[config.mk]
export PLATFORM = sky130hd
export DESIGN_NAME = peer_address_aging_table
export DESIGN_NICKNAME = d
export VERILOG_FILES = /design/src/rtl/paat_pkg.sv /design/src/rtl/peer_address_aging_table.sv /design/src/rtl/paat_cell.sv
export SDC_FILE = /design/constraint.sdc
export NUM_CORES = 2
export LEC_CHECK = 0
export ABC_AREA = 1
export ABC_CLOCK_PERIOD_IN_PS = 7600
export BUFFER_PORTS_ARGS = -buffer_cell sky130_fd_sc_hd__buf_2
export CORE_MARGIN = 2
export CORE_UTILIZATION = 42
export DETAILED_ROUTE_END_ITERATION = 12
export GPL_ROUTABILITY_DRIVEN = 0
export PLACE_DENSITY_LB_ADDON = 0.25
export SYNTH_ARGS = -nofsm -noshare
export SYNTH_HDL_FRONTEND = slang
export SYNTH_SLANG_ARGS = --single-unit
[constraint.sdc]
create_clock -name clk -period 7.6 [get_ports clk]
set_clock_uncertainty 0.05 [all_clocks]
set_input_delay 0 -clock clk [delete_from_list [all_inputs] [get_ports clk]]
set_output_delay 0 -clock clk [all_outputs]
set_load 0.02 [all_outputs]
[src/rtl/paat_pkg.sv]
// shared types and constants of the peer address aging table
package paat_pkg;

  localparam int ADDR_W = 48;
  localparam int TIME_W = 32;
  localparam int TMO_W = 12;
  localparam int LIMIT_W = 22;
  localparam logic [9:0] MS_PER_SEC = 10'd1000;

  localparam logic FUNC_SIGHTING = 1'b0;
  localparam logic FUNC_CHECK = 1'b1;

  localparam logic [2:0] REG_TIMEOUT = 3'd0;
  localparam logic [TMO_W-1:0] TIMEOUT_RESET = 12'd10;

  // token that walks down the cell row
  typedef struct packed {
    logic              valid;
    logic              sighting;
    logic              sweep;
    logic              hit;
    logic              free_found;
    logic [ADDR_W-1:0] addr;
  } tok_t;

endpackage

[src/rtl/peer_address_aging_table.sv]
// peer address aging table: controller, config register and row of entry cells
//
//  channel  dir  handshake                  payload
//  s_*      in   s_tvalid / s_tready        s_tdata: mac_address, now_ms; s_tuser: func
//  m_*      out  m_tvalid / m_tready        m_tdata: active_count, newly_added,
//                                           dropped_full, sweep_done
//  apb      in   psel, penable, pwrite      timeout_seconds at byte address 0
//
// for each item the accepting edge launches a token into tok0, the token walks the cell
// row one entry per cycle, the result is applied to the count and registered in res,
// and it then moves into the output register; a stalled output holds it back in HOLD.
// reset empties the table, zeroes the peer count and period start, timeout is 10.
// a new item is accepted once the previous result has reached the output register.
module peer_address_aging_table import paat_pkg::*; #(
  parameter int ENTRIES = 16
) (
  input  logic        clk,
  input  logic        rst,
  input  logic        s_tvalid,
  output logic        s_tready,
  input  logic [79:0] s_tdata,   // [47:0] mac_address, [79:48] now_ms
  input  logic        s_tuser,   // [0] func
  output logic        m_tvalid,
  input  logic        m_tready,
  output logic [7:0]  m_tdata,   // [4:0] active_count, [5] newly_added,
                                 // [6] dropped_full, [7] sweep_done
  input  logic        psel,
  input  logic        penable,
  input  logic        pwrite,
  input  logic [2:0]  paddr,
  input  logic [31:0] pwdata,
  output logic [31:0] prdata,
  output logic        pready
);

  localparam int IW = (ENTRIES > 1) ? $clog2(ENTRIES) : 1;
  localparam int CW = $clog2(ENTRIES + 1);

  typedef enum logic [1:0] {IDLE, WALK, HOLD} state_t;

  state_t             state;
  logic [TMO_W-1:0]   timeout;
  logic [TIME_W-1:0]  period_start;
  logic [TIME_W-1:0]  now_r;
  logic [CW-1:0]      peer_count;
  logic [7:0]         res;
  tok_t               tok0;

  tok_t               tok_c [ENTRIES+1];
  logic [IW-1:0]      idx_c [ENTRIES+1];
  logic [CW-1:0]      cnt_c [ENTRIES+1];

  logic               s_xfer;
  logic               cfg_wr;
  logic [LIMIT_W-1:0] limit;
  logic [TIME_W-1:0]  elapsed;
  logic               expired;
  tok_t               tok_last;
  logic               last_arrive;
  logic               ins_en;
  logic [CW-1:0]      count_next;
  logic [31:0]        count_wide;
  logic               added;
  logic               full;
  logic               swept;

  assign pready = 1'b1;
  assign cfg_wr = psel && penable && pwrite && pready && (paddr == REG_TIMEOUT);
  assign prdata = (paddr == REG_TIMEOUT) ? {20'd0, timeout} : 32'd0;

  assign s_tready = (state == IDLE);
  assign s_xfer = s_tvalid && s_tready;

  assign limit = timeout * MS_PER_SEC;
  assign elapsed = s_tdata[79:48] - period_start;
  assign expired = elapsed >= TIME_W'(limit);

  assign tok_c[0] = tok0;
  assign idx_c[0] = '0;
  assign cnt_c[0] = '0;
  assign tok_last = tok_c[ENTRIES];
  assign last_arrive = (state == WALK) && tok_last.valid;

  assign ins_en = last_arrive && tok_last.sighting && !tok_last.hit && tok_last.free_found;

  always_comb begin
    count_next = peer_count;
    added = 1'b0;
    full = 1'b0;
    swept = 1'b0;
    if (tok_last.sighting) begin
      if (!tok_last.hit) begin
        if (tok_last.free_found) begin
          added = 1'b1;
          count_next = peer_count + CW'(1);
        end else begin
          full = 1'b1;
        end
      end
    end else if (tok_last.sweep) begin
      swept = 1'b1;
      count_next = cnt_c[ENTRIES];
    end
  end

  assign count_wide = 32'(count_next);

  for (genvar g = 0; g < ENTRIES; g++) begin : g_cell
    paat_cell #(
      .IDX (g),
      .IW  (IW),
      .CW  (CW)
    ) u_cell (
      .clk      (clk),
      .rst      (rst),
      .tok_in   (tok_c[g]),
      .idx_in   (idx_c[g]),
      .cnt_in   (cnt_c[g]),
      .tok_out  (tok_c[g+1]),
      .idx_out  (idx_c[g+1]),
      .cnt_out  (cnt_c[g+1]),
      .ins_en   (ins_en),
      .ins_idx  (idx_c[ENTRIES]),
      .ins_addr (tok_last.addr)
    );
  end

  always_ff @(posedge clk) begin
    if (rst) begin
      state <= IDLE;
      timeout <= TIMEOUT_RESET;
      period_start <= '0;
      peer_count <= '0;
      tok0 <= '0;
      m_tvalid <= 1'b0;
    end else begin
      if (cfg_wr) begin
        timeout <= pwdata[TMO_W-1:0];
      end
      tok0.valid <= s_xfer;
      m_tvalid <= (state == HOLD) || (m_tvalid && !m_tready);
      unique case (state)
        IDLE: begin
          if (s_xfer) begin
            tok0.sighting <= (s_tuser == FUNC_SIGHTING);
            tok0.sweep <= (s_tuser == FUNC_CHECK) && expired;
            tok0.hit <= 1'b0;
            tok0.free_found <= 1'b0;
            tok0.addr <= s_tdata[47:0];
            now_r <= s_tdata[79:48];
            state <= WALK;
          end
        end
        WALK: begin
          if (last_arrive) begin
            peer_count <= count_next;
            if (swept) begin
              period_start <= now_r;
            end
            res <= {swept, full, added, count_wide[4:0]};
            state <= HOLD;
          end
        end
        HOLD: begin
          // output register frees or is already empty
          if (!m_tvalid || m_tready) begin
            m_tdata <= res;
            state <= IDLE;
          end
        end
        default: state <= IDLE;
      endcase
    end
  end

endmodule

[src/rtl/paat_cell.sv]
// one table entry of the cell row: address, valid and seen mark
module paat_cell import paat_pkg::*; #(
  parameter int IDX = 0,
  parameter int IW = 4,
  parameter int CW = 5
) (
  input  logic              clk,
  input  logic              rst,
  input  tok_t              tok_in,
  input  logic [IW-1:0]     idx_in,
  input  logic [CW-1:0]     cnt_in,
  output tok_t              tok_out,
  output logic [IW-1:0]     idx_out,
  output logic [CW-1:0]     cnt_out,
  input  logic              ins_en,
  input  logic [IW-1:0]     ins_idx,
  input  logic [ADDR_W-1:0] ins_addr
);

  logic              valid;
  logic              seen;
  logic [ADDR_W-1:0] addr;
  logic              valid_next;
  logic              seen_next;
  logic              ins_here;
  tok_t              tok_next;
  logic [IW-1:0]     idx_next;
  logic [CW-1:0]     cnt_next;

  assign ins_here = ins_en && (ins_idx == IW'(IDX));

  always_comb begin
    tok_next = tok_in;
    idx_next = idx_in;
    cnt_next = cnt_in;
    valid_next = valid;
    seen_next = seen;
    if (tok_in.valid) begin
      if (tok_in.sighting) begin
        if (valid && (addr == tok_in.addr)) begin
          seen_next = 1'b1;
          tok_next.hit = 1'b1;
        end else if (!valid && !tok_in.free_found) begin
          // lowest free entry claims the insert slot
          tok_next.free_found = 1'b1;
          idx_next = IW'(IDX);
        end
      end else if (tok_in.sweep) begin
        valid_next = valid & seen;
        seen_next = 1'b0;
        cnt_next = cnt_in + CW'(valid & seen);
      end
    end
    if (ins_here) begin
      valid_next = 1'b1;
      seen_next = 1'b1;
    end
  end

  always_ff @(posedge clk) begin
    if (rst) begin
      valid <= 1'b0;
      seen <= 1'b0;
      tok_out <= '0;
    end else begin
      valid <= valid_next;
      seen <= seen_next;
      tok_out <= tok_next;
    end
    idx_out <= idx_next;
    cnt_out <= cnt_next;
    if (ins_here) begin
      addr <= ins_addr;
    end
  end

endmodule
# Word level (Yosys, flattened, before mapping)
# Index checks and enable logic that the tools add are counted.
# totals
out_inout_bits,43
input_bits,123
ff_bits,1939
ramBits,0
mem_count,0
latch_bits,0
wordCells,838
romBits,0
# classes
n_bitwise,40
order_cmp,1
shift,0
add_sub_neg,17
n_reduce_logical,187
eq_ne,68
div_mod_pow,0
muxes,336
multipliers,1
# op_table
op,count
$eq A48 B48 Y1,16
$mux W5,49
$mux W4,56
$mux W1,196
$reduce_and A3 Y1,37
$add A5 B5 Y5,15
$mux W2,33
$reduce_bool A2 Y1,32
$logic_and A1 B1 Y1,57
$ne A3 B1 Y1 const B,16
$reduce_bool A3 Y1,16
$ne A2 B1 Y1 const B,18
$logic_not A1 Y1,33
$and A1 B1 Y1,32
$eq A4 B4 Y1 const B,8
$ge A32 B22 Y1,1
$sub A32 B32 Y32,1
$mul A12 B7 Y19 const B,1
$eq A4 B3 Y1 const B,4
$mux W12,1
$reduce_or A3 Y1,3
$eq A4 B2 Y1 const B,2
$not A1 Y1,8
$pmux W2 S3,1
other kinds (12),14

# Longest topological paths before layout
# logic_depth
ltp_word,8
ltp_mapped,25
depth_no_buf,25

# Modules after synthesis
# Synthesis repeated with hierarchy kept, for this count alone.
# hier_totals
hier_cells,8691
hier_area_um2,76826.2
# modules_own_cells
module,cells_per_inst,area_per_inst_um2,instances,seq_area_each_um2
paat_cell at g_cell[10].u_cell ...,461,4176.5,4,2722.6
paat_cell at g_cell[1].u_cell ...,461,4152.7,4,2722.6
peer_address_aging_table,1302,10082.2,1,3503.4
paat_cell at g_cell[13].u_cell ...,462,4176.5,2,2722.6
paat_cell at g_cell[11].u_cell ...,462,4175.3,2,2722.6
paat_cell at g_cell[15].u_cell,464,4192.8,1,2722.6
paat_cell at g_cell[0].u_cell,464,4180.3,1,2722.6
paat_cell at g_cell[3].u_cell,463,4176.5,1,2722.6
paat_cell at g_cell[12].u_cell,462,4174.0,1,2722.6

# Worst setup path after synthesis
# Ideal clock, no wire load.
# synth_timing
kind,reg-to-reg
startpoint,register timeout[2]
endpoint,register tok0[50] in the netlist's numbering
required_ps,7433
setup_time_ps,117
n_path_buf,0
path_stages_with_launch,25
period_less_slack_ps,4903
path_slack_ps,2697
t_arrival_ps,4737
cell_sequence,dfxtp_1 > inv_1 > fa_1 > fa_1 > fa_1 > fa_1 > inv_1 > ha_1 > a21o_1 > a21oi_2 > o21ai_2 > a21boi_1 > o21ai_1 > nand3_1 > nand2_1 > xor2_1 > ha_1 > inv_1 > nor3_1 > a211oi_1 > nand2_1 > nand2_1 > nand3_1 > o21bai_1 > nand2_1
# synth_between
elab_chain_cells,3
# synth_lines
element,line,rtl
"start, declared",peer_address_aging_table.sv:42,logic [TMO_W-1:0] timeout;
"start signal, assigned",peer_address_aging_table.sv:138,timeout <= pwdata[TMO_W-1:0];
$mul A12 B7 Y19,peer_address_aging_table.sv:74,assign limit = timeout * MS_PER_SEC;
$ge A32 B22 Y1,peer_address_aging_table.sv:76,assign expired = elapsed >= TIME_W'(limit);
$logic_and A1 B1 Y1,peer_address_aging_table.sv:146,tok0.sweep <= (s_tuser == FUNC_CHECK) && expired;
"end, declared",peer_address_aging_table.sv:47,tok_t tok0;
# Every way passes these cells.
# A chain may end at the register's enable or synchronous reset.

# Final worst setup path
# Same ends and word-level chain as after synthesis.

==> results.yml <==
setup_path:
  ff2ff_path_depth: 23
  crit_end: "tok0[50]$_SDFFE_PP0P_"
  setup.worst_path.start_class: "flop"
  cp-startpoint: "timeout[2]$_SDFFE_PP0P_"
  r2r_end: "tok0[50]$_SDFFE_PP0P_"
  cp.required_ps: 8250
  rr_startpoint: "timeout[2]$_SDFFE_PP0P_"
  crit_type: "reg2reg"
  worstPathMaxFanout: 5
  end_kind: "flop"
  crit_arrival_ps: 6150
  r2r_slack_ps: 2100
place:
  port_buffers: 124
  place_area_um2: 75400
  dp_hpwl_um: 146000
global_route:
  grt_overflow_total: 0
  grt_pass1_vias: 48400
  grt_first_pass_wirelength_um: 313000
  grt_max_degree: 195
  antenna_found_initial: 30
  track_usage_pct: 24.5
floorplanning:
  dieArea_um2: 175000
  num_rows: 151
  die_x_um: 418
  io_pins: 166
  start_util_pct: 42.4
  die_h_um: 418
  core_area_um2: 170000
clocking:
  cts_tree: "done"
  postCtsSetupBuffers: 0
  cts_resized: 0
  clkSinkCount: 1918
  numCtsBuffers: 190
  clk_latency_ps: 830
  clk_path_buf_depth: 3
  htreeDepth: 4
  path_clk_slew_ps: 60
  ctsHoldBuffers: 245
  root_buffer: "clkbuf_16"
synth:
  synth_edf_count: 816
  syn-instance-count: 7015
  synth_top_area_share_pct: 34.0
  yosysMostFrequentCell: "inv_1"
  yosys-top-cells-count: "1,338 x inv_1, 1,161 x nor2_1, 1,102 x dfxtp_1"
  syn_area_um2: 72000
  synth-async-reset-ratio_pct: 0
  ys_seq_area_share_pct: 64.6
  ys.flop_type: "dfxtp_1"
  yosysWarnings: 0
  ys_top_cells_by_area: "edfxtp_1 34%, dfxtp_1 31%, inv_1 7.0%, nor2_1 6.0%, nand2_1 3.9%"
  synth_top_area_cell: "edfxtp_1"
  syn_avg_cell_area_um2: 10.3
  synth.distinct_cells: 49
  synth-seq-cells: 1918
timing:
  max_freq_ghz: 0.182
  finalHoldViolCount: 0
  tightest_slew_ps: 1200
  fin_setup_tns_ps: 0
  min_period_ps: 5500
  fin_hold_ws_ps: 171
  slew_viol_final: 0
  setup-violations-final: 0
  fin_crit_sh_pct: 72.4
  relSlewSlack_pct: 19.7
  rsz0062_at_grt: "no"
power_and_ir_drop:
  ir_drop_mv: 0.240
  power_uw: 21000
  leakage_uw: 0.0333
  power_density_nw_per_um2: 249
final_layout:
  design_area_um2: 84200
  fill_cells: 15400
  drive_gt1_share_pct: 7.77
  area_delta_synth_final_pct: 16.9
  seq_area_um2: 46600
  fin_nets: 7775
  multiInputGateArea_um2: 20000
  fin_util_pct: 49.6
run_status:
  status: "finished, final reports clean"
detailed_routing:
  via_per_inst: 5.02
  num_vias: 49700
  dr.pass1.iters: 5
  drcViolationCount: 0
  drt-total-wl_um: 216000
  drtIter0Drc: 5415
  antenna_left: 0
  wl_per_cell_um: 21.8
run:
  cap_viol_max_count: 0
worst_hold_path:
  worstHoldPathType: "in2reg"
-- state kept, by name, summed over array words and instances, names as in the netlist --
register / count
g_cell.u_cell.cnt_out: 70
m_tdata: 8
res: 8
tok0: 51
peer_count: 5
timeout: 12
g_cell.u_cell.addr: 768
g_cell.u_cell.idx_out: 49
g_cell.u_cell.valid: 16
state: 2
now_r: 32
period_start: 32
m_tvalid: 1
g_cell.u_cell.tok_out: 848
g_cell.u_cell.seen: 16
-- layer usage --
metal / global-route usage (%) / wire length [um] / vias up
li1: - / - / 23400
met1: 32.2 / 88900 / 23800
met2: 39.9 / 101000 / 2084
met3: 4.20 / 16700 / 426
met4: 10.2 / 9170 / 2
met5: 0 / 17 / -
-- through the flow --
stage,cells,setup WS [ps]
finish,9884,2100
global route,9877,1780
CTS,9875,2140
detailed placement,9270,2170
global placement,9270,2220
floorplan,7034,2700
-- logic make-up (layout without fill, tap and decap cells) --
logic type	after synthesis	after routing	synth area share, %
other	2	30	0.0104
AND/OR/NAND/NOR	2395	2395	13.9
flip-flops	1918	1918	64.6
XOR/XNOR	398	398	4.84
buffers and inverters	1486	2109	7.86
AO/OA/AOI/OAI	653	653	5.51
adder cells (fa/ha/maj)	163	163	3.24
-- layout by cell type, fill, tap and decap left out, drive strengths merged, types with 6 or more instances in the layout --
cell type    Yosys  routed
a211oi          40      40
a21oi          134     134
a221oi          40      40
a22o            15      15
a31oi            7       7
buf             31     163
clkbuf         114     285
clkinv           1      55
clkinvlp         0       7
conb             2      21
dfxtp         1102    1102
diode            0       9
dlygate4sd3      0     245
edfxtp         816     816
fa              39      39
ha             124     124
inv           1340    1349
nand2          769     769
nand3          114     114
nand3b          18      18
nand4          102     102
nor2          1170    1170
nor3            81      81
nor3b           14      14
nor4            73      73
o2111ai         31      31
o211ai           6       6
o21ai          211     211
o21bai           6       6
o22ai          152     152
or2             46      46
xnor2          138     138
xor2           260     260
-- worst max-delay path, stage by stage (launching register included) --
cell and delay [ps]:
dfxtp_1 370, fa_1 590, inv_1 70, fa_1 580, fa_1 450, fa_1 500, inv_1 40, ha_1 340
nand2_1 80, o21ai_2 200, nand4_1 110, o211ai_1 140, a31oi_1 210, o21ai_0 320, xor2_1 250, ha_1 260
inv_1 70, nor3_1 50, a211oi_1 170, nand2_1 100, nand2_1 100, nand3_1 140, o21bai_1 150, nand2_1 70
-- area by class of cell --
class,count,share of cell area [%]
antenna,9,0.0267
clock buffer,285,6.72
clock inverter,75,0.827
inverter,1341,5.98
multi-input combinational,3630,23.8
sequential,1918,55.3
tap,2218,3.29
timing repair buffer,408,4.07
-- how the worst min path moves through the flow --
stage / from / endpoint / slack [ps] / cells after the start
6_report: pwrite / timeout[3]$_SDFFE_PP1P_ / 170 / 4
5_1_grt: rst / g_cell[1].u_cell.tok_out[38]$_SDFF_PP0_ / 210 / 3
4_1_cts: pwrite / timeout[3]$_SDFFE_PP1P_ / 110 / 4
3_5_place_dp: s_tdata[62] / now_r[14]$_DFFE_PP_ / 150 / 1
3_3_place_gp: s_tdata[48] / now_r[0]$_DFFE_PP_ / 140 / 1
2_1_floorplan: s_tdata[48] / now_r[0]$_DFFE_PP_ / 50 / 0
-- power by group --
group	internal (uW)	leakage [uW]	switching, uW
sequential	10700	0.0165	50.9
clock	5360	0.00312	4060
combinational	293	0.0137	468
total	16400	0.0333	4580
Power figures use the tool's default switching activity.
